===== src/rtl/shs_pkg.sv =====
// Package for the stepper homing sequencer: phase codes, register indexes,
// reset values and the microstep pin table. No dependencies.
`default_nettype none

package shs_pkg;

    // Widths of the fixed configuration and channel fields
    localparam int HALF_W      = 16;
    localparam int BACKOFF_W   = 16;
    localparam int DEB_CFG_W   = 24;
    localparam int MODE_W      = 3;
    localparam int PHASE_W     = 3;
    localparam int CFG_INDEX_W = 3;
    localparam int CFG_DATA_W  = 24;

    // Default parameter values
    localparam int TIMER_WIDTH_DEF    = 16;
    localparam int DEBOUNCE_WIDTH_DEF = 24;

    // Register reset values
    localparam int SWITCH_SETTLE_MSEC = 260;
    localparam logic [HALF_W-1:0]    FAST_HALF_RST = HALF_W'(4000);
    localparam logic [HALF_W-1:0]    SLOW_HALF_RST = HALF_W'(5000);
    localparam logic [BACKOFF_W-1:0] BACKOFF_RST   = BACKOFF_W'(200);
    localparam logic [DEB_CFG_W-1:0] DEBOUNCE_RST  = DEB_CFG_W'(SWITCH_SETTLE_MSEC * 1000);
    localparam logic [MODE_W-1:0]    MODE_RST      = MODE_W'(4);

    // Register indexes
    localparam logic [CFG_INDEX_W-1:0] REG_FAST_HALF = 3'd0;
    localparam logic [CFG_INDEX_W-1:0] REG_SLOW_HALF = 3'd1;
    localparam logic [CFG_INDEX_W-1:0] REG_BACKOFF   = 3'd2;
    localparam logic [CFG_INDEX_W-1:0] REG_DEBOUNCE  = 3'd3;
    localparam logic [CFG_INDEX_W-1:0] REG_MODE      = 3'd4;

    // Phase codes
    localparam logic [PHASE_W-1:0] PH_IDLE = 3'd0;
    localparam logic [PHASE_W-1:0] PH_FAST = 3'd1;
    localparam logic [PHASE_W-1:0] PH_BACK = 3'd2;
    localparam logic [PHASE_W-1:0] PH_SLOW = 3'd3;
    localparam logic [PHASE_W-1:0] PH_DONE = 3'd4;

    // Microstep modes
    localparam logic [MODE_W-1:0] MODE_FULL      = 3'd0;
    localparam logic [MODE_W-1:0] MODE_HALF      = 3'd1;
    localparam logic [MODE_W-1:0] MODE_QUARTER   = 3'd2;
    localparam logic [MODE_W-1:0] MODE_EIGHTH    = 3'd3;
    localparam logic [MODE_W-1:0] MODE_SIXTEENTH = 3'd4;

    typedef struct packed {
        logic                step_out;
        logic                dir_out;
        logic                mode_pin_one;
        logic                mode_pin_two;
        logic                mode_pin_three;
        logic [PHASE_W-1:0]  phase;
        logic                edge_accepted;
        logic                homing_finished;
    } result_t;

    // Returns {pin one, pin two, pin three}; undefined modes act as full step
    function automatic logic [2:0] mode_pins(input logic [MODE_W-1:0] mode);
        logic [2:0] pins;
        case (mode)
            MODE_FULL:      pins = 3'b000;
            MODE_HALF:      pins = 3'b100;
            MODE_QUARTER:   pins = 3'b010;
            MODE_EIGHTH:    pins = 3'b110;
            MODE_SIXTEENTH: pins = 3'b111;
            default:        pins = 3'b000;
        endcase
        return pins;
    endfunction

endpackage

`default_nettype wire


===== src/rtl/shs_ifs.sv =====
// Channel interfaces of the stepper homing sequencer: tick, result and
// configuration write. No dependencies.
`default_nettype none

interface shs_tick_if;
    logic valid;
    logic ready;
    logic limit_level;
    logic start_request;

    modport source (output valid, output limit_level, output start_request, input ready);
    modport sink   (input valid, input limit_level, input start_request, output ready);
endinterface

interface shs_result_if;
    logic       valid;
    logic       ready;
    logic       step_out;
    logic       dir_out;
    logic       mode_pin_one;
    logic       mode_pin_two;
    logic       mode_pin_three;
    logic [2:0] phase;
    logic       edge_accepted;
    logic       homing_finished;

    modport source (output valid, output step_out, output dir_out, output mode_pin_one,
                    output mode_pin_two, output mode_pin_three, output phase,
                    output edge_accepted, output homing_finished, input ready);
    modport sink   (input valid, input step_out, input dir_out, input mode_pin_one,
                    input mode_pin_two, input mode_pin_three, input phase,
                    input edge_accepted, input homing_finished, output ready);
endinterface

interface shs_cfg_if;
    logic        valid;
    logic        ready;
    logic [2:0]  index;
    logic [23:0] data;

    modport source (output valid, output index, output data, input ready);
    modport sink   (input valid, input index, input data, output ready);
endinterface

`default_nettype wire


===== src/rtl/shs_debounce.sv =====
// Limit switch debouncer: accepts a falling edge only when more than the
// debounce time has elapsed since the last accepted edge. Depends on shs_pkg.
`default_nettype none

module shs_debounce
    import shs_pkg::*;
#(
    parameter int DEBOUNCE_WIDTH = DEBOUNCE_WIDTH_DEF
)
(
    input  wire logic                 clk,
    input  wire logic                 rst_n,
    input  wire logic                 advance,
    input  wire logic                 level,
    input  wire logic [DEB_CFG_W-1:0] debounce_ticks,
    output      logic                 accepted
);

    localparam int CMP_W = (DEBOUNCE_WIDTH > DEB_CFG_W) ? DEBOUNCE_WIDTH : DEB_CFG_W;
    localparam logic [DEBOUNCE_WIDTH-1:0] DEB_MAX = '1;

    logic                      prev_level_reg;
    logic [DEBOUNCE_WIDTH-1:0] ticks_reg;
    logic [DEBOUNCE_WIDTH-1:0] elapsed;

    always_comb
    begin
        elapsed  = (ticks_reg == DEB_MAX) ? ticks_reg : ticks_reg + 1'b1;
        accepted = prev_level_reg && !level
                   && (CMP_W'(elapsed) > CMP_W'(debounce_ticks));
    end

    always_ff @(posedge clk or negedge rst_n)
    begin
        if (!rst_n)
        begin
            prev_level_reg <= 1'b1;
            ticks_reg      <= '0;
        end
        else if (advance)
        begin
            prev_level_reg <= level;
            ticks_reg      <= accepted ? '0 : elapsed;
        end
    end

endmodule

`default_nettype wire


===== src/rtl/stepper_homing_sequencer_core.sv =====
// A tick request is held in the input register, then its result in the result register.
// Throughput: one tick per cycle while the result is not stalled; the result register
// frees as it is read, so ticks keep flowing while it is taken.
// Reset (rst_n, async low): idle phase, step low, direction toward switch,
// switch taken as released, configuration registers at their defaults.
`default_nettype none

module stepper_homing_sequencer_core
    import shs_pkg::*;
#(
    parameter int TIMER_WIDTH    = TIMER_WIDTH_DEF,
    parameter int DEBOUNCE_WIDTH = DEBOUNCE_WIDTH_DEF
)
(
    input  wire logic   clk,
    input  wire logic   rst_n,
    shs_tick_if.sink    tick,
    shs_cfg_if.sink     cfg,
    shs_result_if.source result
);

    localparam int HCMP_W = (TIMER_WIDTH > HALF_W) ? TIMER_WIDTH : HALF_W;
    localparam logic [TIMER_WIDTH-1:0] TIMER_MAX = '1;

    // Configuration registers
    logic [HALF_W-1:0]    fast_half_reg;
    logic [HALF_W-1:0]    slow_half_reg;
    logic [BACKOFF_W-1:0] backoff_reg;
    logic [DEB_CFG_W-1:0] debounce_reg;
    logic [MODE_W-1:0]    mode_reg;

    assign cfg.ready = 1'b1;

    always_ff @(posedge clk or negedge rst_n)
    begin
        if (!rst_n)
        begin
            fast_half_reg <= FAST_HALF_RST;
            slow_half_reg <= SLOW_HALF_RST;
            backoff_reg   <= BACKOFF_RST;
            debounce_reg  <= DEBOUNCE_RST;
            mode_reg      <= MODE_RST;
        end
        else if (cfg.valid)
        begin
            case (cfg.index)
                REG_FAST_HALF: fast_half_reg <= cfg.data[HALF_W-1:0];
                REG_SLOW_HALF: slow_half_reg <= cfg.data[HALF_W-1:0];
                REG_BACKOFF:   backoff_reg   <= cfg.data[BACKOFF_W-1:0];
                REG_DEBOUNCE:  debounce_reg  <= cfg.data[DEB_CFG_W-1:0];
                REG_MODE:      mode_reg      <= cfg.data[MODE_W-1:0];
                default:       ;
            endcase
        end
    end

    // Pipeline handshake
    logic    in_valid_reg;
    logic    in_level_reg;
    logic    in_start_reg;
    logic    out_valid_reg;
    result_t out_reg;
    logic    advance;

    assign advance    = in_valid_reg && (!out_valid_reg || result.ready);
    assign tick.ready = !in_valid_reg || advance;

    always_ff @(posedge clk or negedge rst_n)
    begin
        if (!rst_n)
        begin
            in_valid_reg  <= 1'b0;
            out_valid_reg <= 1'b0;
        end
        else
        begin
            if (tick.ready)
                in_valid_reg <= tick.valid;
            if (advance)
                out_valid_reg <= 1'b1;
            else if (result.ready)
                out_valid_reg <= 1'b0;
        end
    end

    always_ff @(posedge clk)
    begin
        if (tick.valid && tick.ready)
        begin
            in_level_reg <= tick.limit_level;
            in_start_reg <= tick.start_request;
        end
    end

    // Debounce runs ahead of the sequencer within a tick
    logic accepted;

    shs_debounce #(
        .DEBOUNCE_WIDTH (DEBOUNCE_WIDTH)
    ) u_debounce (
        .clk            (clk),
        .rst_n          (rst_n),
        .advance        (advance),
        .level          (in_level_reg),
        .debounce_ticks (debounce_reg),
        .accepted       (accepted)
    );

    // Sequencer state
    logic [PHASE_W-1:0]     phase_reg,   phase_next;
    logic [TIMER_WIDTH-1:0] timer_reg,   timer_next;
    logic [TIMER_WIDTH-1:0] count_reg,   count_next;
    logic                   pulse_reg,   pulse_next;
    logic                   pressed_reg, pressed_next;
    logic                   dir_reg,     dir_next;
    logic                   finished;

    logic                   active;
    logic [HALF_W-1:0]      half;
    logic [TIMER_WIDTH-1:0] timer_inc;
    logic [TIMER_WIDTH-1:0] count_inc;
    logic                   expired;
    logic                   pressed_now;
    logic [2:0]             pins;

    always_comb
    begin
        active      = (phase_reg == PH_FAST) || (phase_reg == PH_BACK)
                      || (phase_reg == PH_SLOW);
        half        = (phase_reg == PH_SLOW) ? slow_half_reg : fast_half_reg;
        timer_inc   = (timer_reg == TIMER_MAX) ? timer_reg : timer_reg + 1'b1;
        count_inc   = (count_reg == TIMER_MAX) ? count_reg : count_reg + 1'b1;
        expired     = HCMP_W'(timer_inc) >= HCMP_W'(half);
        pressed_now = pressed_reg || accepted;

        phase_next   = phase_reg;
        timer_next   = timer_reg;
        count_next   = count_reg;
        pulse_next   = pulse_reg;
        pressed_next = pressed_now;
        dir_next     = dir_reg;
        finished     = 1'b0;

        if (active)
        begin
            if (!expired)
            begin
                timer_next = timer_inc;
            end
            else if (pulse_reg)
            begin
                pulse_next = 1'b0;
                timer_next = '0;
            end
            else
            begin
                // End of a whole step
                pulse_next = 1'b1;
                timer_next = '0;
                case (phase_reg)
                    PH_FAST:
                    begin
                        if (pressed_now)
                        begin
                            if (backoff_reg == '0)
                            begin
                                phase_next   = PH_SLOW;
                                pressed_next = 1'b0;
                                dir_next     = 1'b0;
                            end
                            else
                            begin
                                phase_next = PH_BACK;
                                dir_next   = 1'b1;
                                count_next = '0;
                            end
                        end
                    end
                    PH_BACK:
                    begin
                        count_next = count_inc;
                        if (HCMP_W'(count_inc) >= HCMP_W'(backoff_reg))
                        begin
                            phase_next   = PH_SLOW;
                            pressed_next = 1'b0;
                            dir_next     = 1'b0;
                        end
                    end
                    default:
                    begin
                        if (pressed_now)
                        begin
                            phase_next = PH_DONE;
                            pulse_next = 1'b0;
                            finished   = 1'b1;
                        end
                    end
                endcase
            end
        end
        else if (in_start_reg)
        begin
            phase_next   = PH_FAST;
            dir_next     = 1'b0;
            pressed_next = 1'b0;
            count_next   = '0;
            pulse_next   = 1'b1;
            timer_next   = '0;
        end

        pins = mode_pins(mode_reg);
    end

    always_ff @(posedge clk or negedge rst_n)
    begin
        if (!rst_n)
        begin
            phase_reg   <= PH_IDLE;
            timer_reg   <= '0;
            count_reg   <= '0;
            pulse_reg   <= 1'b0;
            pressed_reg <= 1'b0;
            dir_reg     <= 1'b0;
        end
        else if (advance)
        begin
            phase_reg   <= phase_next;
            timer_reg   <= timer_next;
            count_reg   <= count_next;
            pulse_reg   <= pulse_next;
            pressed_reg <= pressed_next;
            dir_reg     <= dir_next;
        end
    end

    always_ff @(posedge clk)
    begin
        if (advance)
        begin
            out_reg.step_out        <= pulse_next;
            out_reg.dir_out         <= dir_next;
            out_reg.mode_pin_one    <= pins[2];
            out_reg.mode_pin_two    <= pins[1];
            out_reg.mode_pin_three  <= pins[0];
            out_reg.phase           <= phase_next;
            out_reg.edge_accepted   <= accepted;
            out_reg.homing_finished <= finished;
        end
    end

    assign result.valid           = out_valid_reg;
    assign result.step_out        = out_reg.step_out;
    assign result.dir_out         = out_reg.dir_out;
    assign result.mode_pin_one    = out_reg.mode_pin_one;
    assign result.mode_pin_two    = out_reg.mode_pin_two;
    assign result.mode_pin_three  = out_reg.mode_pin_three;
    assign result.phase           = out_reg.phase;
    assign result.edge_accepted   = out_reg.edge_accepted;
    assign result.homing_finished = out_reg.homing_finished;

endmodule

`default_nettype wire


===== src/flat_wrapper.sv =====
// flat-port wrapper written by rule: the top's interface ports become plain ports
module stepper_homing_sequencer_core_flat import shs_pkg::*;
#(
    parameter int TIMER_WIDTH    = TIMER_WIDTH_DEF,
    parameter int DEBOUNCE_WIDTH = DEBOUNCE_WIDTH_DEF
)
  (clk, rst_n, tick_valid, tick_limit_level, tick_start_request, tick_ready, cfg_valid, cfg_index, cfg_data, cfg_ready, result_valid, result_step_out, result_dir_out, result_mode_pin_one, result_mode_pin_two, result_mode_pin_three, result_phase, result_edge_accepted, result_homing_finished, result_ready);
  shs_tick_if tick_i ();
  shs_cfg_if cfg_i ();
  shs_result_if result_i ();
  input  wire logic clk;
  input  wire logic rst_n;
  input wire logic [$bits(tick_i.valid)-1:0] tick_valid;
  input wire logic [$bits(tick_i.limit_level)-1:0] tick_limit_level;
  input wire logic [$bits(tick_i.start_request)-1:0] tick_start_request;
  output wire logic [$bits(tick_i.ready)-1:0] tick_ready;
  input wire logic [$bits(cfg_i.valid)-1:0] cfg_valid;
  input wire logic [$bits(cfg_i.index)-1:0] cfg_index;
  input wire logic [$bits(cfg_i.data)-1:0] cfg_data;
  output wire logic [$bits(cfg_i.ready)-1:0] cfg_ready;
  output wire logic [$bits(result_i.valid)-1:0] result_valid;
  output wire logic [$bits(result_i.step_out)-1:0] result_step_out;
  output wire logic [$bits(result_i.dir_out)-1:0] result_dir_out;
  output wire logic [$bits(result_i.mode_pin_one)-1:0] result_mode_pin_one;
  output wire logic [$bits(result_i.mode_pin_two)-1:0] result_mode_pin_two;
  output wire logic [$bits(result_i.mode_pin_three)-1:0] result_mode_pin_three;
  output wire logic [$bits(result_i.phase)-1:0] result_phase;
  output wire logic [$bits(result_i.edge_accepted)-1:0] result_edge_accepted;
  output wire logic [$bits(result_i.homing_finished)-1:0] result_homing_finished;
  input wire logic [$bits(result_i.ready)-1:0] result_ready;
  assign tick_i.valid = tick_valid;
  assign tick_i.limit_level = tick_limit_level;
  assign tick_i.start_request = tick_start_request;
  assign tick_ready = tick_i.ready;
  assign cfg_i.valid = cfg_valid;
  assign cfg_i.index = cfg_index;
  assign cfg_i.data = cfg_data;
  assign cfg_ready = cfg_i.ready;
  assign result_valid = result_i.valid;
  assign result_step_out = result_i.step_out;
  assign result_dir_out = result_i.dir_out;
  assign result_mode_pin_one = result_i.mode_pin_one;
  assign result_mode_pin_two = result_i.mode_pin_two;
  assign result_mode_pin_three = result_i.mode_pin_three;
  assign result_phase = result_i.phase;
  assign result_edge_accepted = result_i.edge_accepted;
  assign result_homing_finished = result_i.homing_finished;
  assign result_i.ready = result_ready;
  stepper_homing_sequencer_core #(.TIMER_WIDTH(TIMER_WIDTH), .DEBOUNCE_WIDTH(DEBOUNCE_WIDTH)) u_core (.clk(clk), .rst_n(rst_n), .tick(tick_i), .cfg(cfg_i), .result(result_i));
endmodule

===== config.mk =====
export PLATFORM = sky130hd
export DESIGN_NAME = stepper_homing_sequencer_core_flat
export DESIGN_NICKNAME = d
export VERILOG_FILES = /design/src/rtl/shs_pkg.sv /design/src/rtl/shs_ifs.sv /design/src/rtl/shs_debounce.sv /design/src/rtl/stepper_homing_sequencer_core.sv /design/src/flat_wrapper.sv
export SDC_FILE = /design/constraint.sdc
export NUM_CORES = 1
export LEC_CHECK = 0
export BUFFER_PORTS_ARGS = -buffer_cell sky130_fd_sc_hd__buf_2
export CAP_MARGIN = 20
export CORE_MARGIN = 1
export CORE_UTILIZATION = 50
export CTS_BUF_LIST = sky130_fd_sc_hd__clkbuf_2 sky130_fd_sc_hd__clkbuf_4 sky130_fd_sc_hd__clkbuf_8
export DETAILED_ROUTE_END_ITERATION = 16
export PLACE_DENSITY = 0.66
export SYNTH_ARGS = -nofsm -noshare
export SYNTH_HDL_FRONTEND = slang
export SYNTH_SLANG_ARGS = --single-unit

===== constraint.sdc =====
create_clock -name clk -period 3.5 [get_ports clk]
set_input_delay 0.7 -clock clk [delete_from_list [all_inputs] [get_ports clk]]
set_output_delay 0.7 -clock clk [all_outputs]
set_load 0.01 [all_outputs]

==> results of run 1 <==
## report_power, final
group / internal, mW / switching (mW) / total, mW
clock network: 0.723 / 0.727 / 1.45
registers: 2.10 / 0.173 / 2.27
logic: 0.653 / 0.692 / 1.34
## logic make-up (layout without fill, tap and decap cells)
logic type,Yosys count,in the layout,share of synthesized area
other,1,1,0.000420
buffers and inverters,89,298,0.0412
AOI/OAI and AO/OA,204,204,0.146
and+or+nand+nor,281,281,0.153
adders and majority gates,59,59,0.0826
DFF,152,152,0.436
muxes,79,79,0.0970
xor gates and xnor gates,44,44,0.0431
## routing by layer
metal | share of wire | vias up | GRT usage
li1 | - | 3651 | -
met4 | 0.013 | 0 | 0.0705
met1 | 0.48 | 3672 | 0.355
met5 | 0 | - | 0
met2 | 0.46 | 142 | 0.401
met3 | 0.045 | 24 | 0.0475
## worst paths after layout
path,endpoint,from,cells past startpoint
worst max-delay path,u_core.result.phase[1]$_DFFE_PP_,u_core.u_debounce.ticks_reg[6]$_DFFE_PN0P_,16
worst min-delay path,u_core.debounce_reg[19]$_DFFE_PN0P_,rst_n,1
worst max register to register,u_core.result.phase[1]$_DFFE_PP_,u_core.u_debounce.ticks_reg[6]$_DFFE_PN0P_,16
worst min register to register,u_core.u_debounce.prev_level_reg$_DFFE_PN1P_,u_core.u_debounce.prev_level_reg$_DFFE_PN1P_,2
max in group asynchronous,u_core.mode_reg[2]$_DFFE_PN1P_,rst_n,2
min in group clk,u_core.in_level_reg$_DFFE_PP_,tick_limit_level,1
## timing repair
action | CTS | global route
gates cloned | 0 | 1
pin swaps | 9 | 28
buffers inserted | 9 | 8
gates resized for setup | 52 | 68
endpoints found under the setup margin | 52 | 67
## placed cells by master (no fill, tap or decap), drive strengths merged, types with 6 or more instances in the layout
cell    count
xor2       17
inv        59
xnor2      27
nor2       61
nand2     106
ha         59
buf       212
nand2b      9
a21oi      45
dfstp      27
a21o        8
nor3       11
and4        7
a31oi      10
o31ai      14
and3       11
nand3      32
clkbuf     17
a211oi      6
edfxtp     12
nor4        7
o21ai      74
a22o       19
dfrtp     113
mux2i      18
mux2       61
nand4      17
## cell type report
cell class | count | area [um^2]
multi-input combinational | 668 | 5110
tap | 225 | 282
clock buffer | 17 | 234
sequential | 152 | 3900
inverter | 54 | 203
clock inverter | 15 | 194
fill | 1373 | 5840
timing repair buffer | 212 | 1600
## critical path: stages (launching register included)
cell     delay [ps]
dfrtp_1         350
and4_4          250
nand4_1         160
or3_4           470
nand3_4         110
nor2_1           70
xor2_1          140
ha_1            300
nand4_1         130
nor4_2          310
nor3b_2         280
o31a_1          190
o21ai_2          70
inv_2           140
nor2_4           90
o31ai_2         260
nand3_1         120
## cell usage after synthesis (6+ instances only)
master / instances
a22o_1: 19
nor2_1: 59
mux2_2: 61
mux2i_1: 18
a31oi_1: 10
a21o_1: 8
and4_1: 7
xnor2_1: 27
o31ai_1: 14
dfrtp_1: 113
and3_1: 11
edfxtp_1: 12
a21oi_1: 45
nand2b_1: 9
nand2_1: 106
clkbuf_1: 19
buf_2: 10
nand3_1: 31
nand4_1: 17
xor2_1: 17
dfstp_2: 27
ha_1: 59
nor3_1: 6
inv_1: 53
nor4_1: 7
o21ai_0: 73
==> flow_metrics.tcl, run 1 <==
set metrics [dict create \
    synth-edff-count 12 \
    initial_utilization 0.515 \
    drive_gt1_frac 0.376 \
    grt_usage 0.254 \
    rsz0062_at_grt "true" \
    synth_cell_types 66 \
    dp_slack_ps -327 \
    outcome "finished with violations" \
    grt_pass1_wl_um 35900 \
    placed_area_um2 10500 \
    antenna_found_initial 0 \
    slew_headroom 0.422 \
    drt-initial-drc-count 481 \
    reg2reg_slack_ps -200 \
    fin_crit_sh 1.06 \
    vias 7489 \
    clock_latency_ps 470 \
    syn_inst 909 \
    violations "negative setup slack" \
    grt_overflow 0 \
    place_hpwl_um 16200 \
    maxCapViolCount 0 \
    finalSetupTns_ps -4930 \
    vdd_drop_max_mv 0.300 \
    synth_largest_area_cell "dfrtp_1" \
    critPathMaxFanout 6 \
    fin_crit_ps 3700 \
    fin_nets 1198 \
    cts_num_sinks 152 \
    leakage_nw 5.42 \
    postSynthAreaPerCell_um2 9.83 \
    num_rows 48 \
    syn-num-nets 1002 \
    cts-buffers-inserted 17 \
    drt_wl_total_um 22700 \
    ys_warn_count 0 \
    synthFlopType "dfrtp_1" \
    areaGrowthSynthToFinish_pct 28.9 \
    final_area_um2 11500 \
    max_slew.worst_pin.slew_ps 866 \
    io_buffers 45 \
    fin_util 0.664 \
    grt_pass1_vias 7119 \
    cts_hold_buf 0 \
    postRouteAntennaNets 0 \
    die_y_um 136 \
    cts_root_buf "clkbuf_8" \
    die_area_um2 18400 \
    drc_errors 0 \
    die_w_um 136 \
    setup_violations 47 \
    layout.cells.non_filler 1343 \
    crit_type "reg -> reg" \
    place_congestion 0.856 \
    max-clock-path-buffers 2 \
    via_per_inst 5.58 \
    seq_area_frac_synth 0.436 \
    cp.arrival_ps 3920 \
    core_area_um2 17400 \
    maxSlewViolCount 0 \
    yosysTopAreaCellShare 0.316 \
    clk_pin_slew_ps 90 \
    drt_first_pass_iters 5 \
    ys_seq_elements 152 \
    ys_top_cells_by_area "dfrtp_1, ha_1, dfstp_2, mux2_2, nand2_1" \
    diodes 0 \
    start_kind "flip-flop" \
    pwr_density_cell_nw_per_um2 440 \
    wl_per_cell_um 16.9 \
    io_pins 47 \
    h-tree-depth 4 \
    dpl.cell_count 1296 \
    hp-class "in -> async" \
    cp-end-kind "flip-flop" \
    final_hold_viol_count 0 \
    fin_ws_ps -204 \
    synth_area_um2 8930 \
    clock.fmax_mhz 270 \
    skew_ps 14.7 \
    cp.required_ps 3720 \
    hold_ws_ps 234 \
    grt_max_degree 73 \
    cts_tree "yes" \
    finalPower_mw 5.07 \
    synthArstFlopShare 0.921 \
]
No activity file was read; power rests on OpenSTA's default activity.
==> run 2, diff against run 1 <==
- CORE_UTILIZATION: 50 -> 40
- PLACE_DENSITY: 0.66 -> 0.54
==> flow_metrics.tcl, run 2 (same netlist as run 1, synthesis figures left out) <==
set metrics [dict create \
    core_area_um2 21900 \
    vias 7667 \
    die_w_um 151 \
    multi_input_area_um2 5250 \
    die_y_um 151 \
    cts_num_sinks 152 \
    fin_crit_sh 1.10 \
    pwr_density_cell_nw_per_um2 425 \
    drt_first_pass_iters 7 \
    drt_wl_total_um 24200 \
    vdd_drop_max_mv 0.233 \
    wl_per_cell_um 16.8 \
    fin_ws_ps -348 \
    worstRegToRegCells 25 \
    critPathSlowestCell "dfrtp_1" \
    grt_usage 0.219 \
    final_common_cell "buf_4" \
    diodes 0 \
    grt_overflow 0 \
    regArea_um2 3900 \
    initial_utilization 0.408 \
    drc_errors 0 \
    leakage_nw 5.74 \
    hold_ws_ps 276 \
    io_pins 47 \
    cp_common_cell "buf_4" \
    cp.arrival_ps 4230 \
    clock_latency_ps 460 \
    num_rows 54 \
    final_cell_mix "buf_4, dfrtp_1, nand2_1" \
    start_kind "flip-flop" \
    cp-end-kind "flip-flop" \
    cts_hold_buf 0 \
    r2r_start "u_core.u_debounce.ticks_reg[5]$_DFFE_PN0P_" \
    finalSetupTns_ps -10000 \
    cts_root_buf "clkbuf_8" \
    place_congestion 0.829 \
    grt_max_degree 83 \
    fin_nets 1241 \
    areaGrowthSynthToFinish_pct 35.6 \
    max-clock-path-buffers 2 \
    die_area_um2 22900 \
    outcome "finished with violations" \
    fillers 1961 \
    via_per_inst 5.32 \
    maxSlewViolCount 0 \
    clk_pin_slew_ps 90 \
    slowest_delay_ps 370 \
    antenna_found_initial 0 \
    cts-buffers-inserted 17 \
    clock.fmax_mhz 260 \
    critPathMaxFanout 3 \
    violations "negative setup slack" \
    slew_headroom 0.464 \
    cts_tree "yes" \
    place_hpwl_um 16800 \
    cp.required_ps 3880 \
    setup_violations 50 \
    io_buffers 45 \
    grt_pass1_vias 7471 \
    drive_gt1_frac 0.419 \
    maxCapViolCount 0 \
    h-tree-depth 4 \
    fin_crit_ps 3850 \
    skew_ps 14.3 \
    drt-initial-drc-count 499 \
    max_slew.worst_pin.slew_ps 805 \
    crit_type "reg -> reg" \
    grt_pass1_wl_um 38700 \
    postRouteAntennaNets 0 \
    reg2reg_slack_ps -350 \
    timing.rr.end "u_core.u_debounce.ticks_reg[19]$_DFFE_PN0P_" \
    final_hold_viol_count 0 \
    hp-class "in -> async" \
    rsz0062_at_grt "true" \
]
-- run 2: cell types whose count changed in the layout (fill, tap and decap cells not counted), moves of 4 or more --
cell,previous run,this run
buf_4,145,182
o31ai_1,10,3
o31ai_2,3,8
nand2_1,101,97
nand2_4,3,7
-- run 2: timing repair --
action                                  CTS  global route
pin swaps                                27            53
resized for setup                        39           118
buffers inserted                         32            22
endpoints found under the setup margin   52            69
cloned                                    0             2
-- run 2: cell type report --
class,instances,share of cell area
inverters,54,0.0167
clock buffers,19,0.0211
clock inverters,13,0.0138
flip-flops and latches,152,0.322
multi-input cells,668,0.434
well taps,280,0.0289
repair buffers,255,0.164
-- run 2: metal layers --
metal  share of wire  GRT usage  vias up
met5               0          0        -
li1                -          -     3722
met3           0.034     0.0371       22
met4           0.012     0.0505        0
met1            0.49      0.313     3789
met2            0.46      0.345      134
-- run 2: worst max path at each step --
stage | from | end | slack (ps) | depth (start not counted)
finish | u_core.u_debounce.ticks_reg[5]$_DFFE_PN0P_ | u_core.u_debounce.ticks_reg[19]$_DFFE_PN0P_ | -350 | 25
global route | u_core.u_debounce.ticks_reg[5]$_DFFE_PN0P_ | u_core.count_reg[6]$_DFFE_PN0P_ | -560 | 21
detailed placement | u_core.u_debounce.ticks_reg[6]$_DFFE_PN0P_ | u_core.count_reg[7]$_DFFE_PN0P_ | -440 | 17
CTS | u_core.u_debounce.ticks_reg[4]$_DFFE_PN0P_ | u_core.result.dir_out$_DFFE_PP_ | -320 | 17
floorplan | u_core.u_debounce.ticks_reg[6]$_DFFE_PN0P_ | u_core.result.dir_out$_DFFE_PP_ | -30 | 17
global placement | u_core.u_debounce.ticks_reg[6]$_DFFE_PN0P_ | u_core.count_reg[8]$_DFFE_PN0P_ | -260 | 17
-- run 2: per-stage QoR --
stage	total power, mW	area [um^2]	setup slack, ps	cells	utilization
2_1_floorplan	3.04	9020	-26.8	909	-
3_3_place_gp	3.49	10700	-259	1357	0.487
3_5_place_dp	3.52	10700	-441	1357	0.487
4_1_cts	5.07	11400	-323	1419	0.523
5_1_grt	5.48	12100	-559	1441	0.554
6_report	5.15	12100	-348	1441	0.554
-- run 2: critical path, delay by kind of cell (launching register included) --
family,cells,cell delay (ps)
AOI/OAI and AO/OA,1,160
buffers and inverters,19,2400
and+or+nand+nor,5,850
DFF,1,370
-- run 2: power breakdown --
part           leakage [nW]  internal, mW  switching, mW
Sequential             1.85          2.10          0.172
Clock                 0.213         0.742          0.724
Combinational          3.68         0.705          0.712
Total                  5.74          3.55           1.61
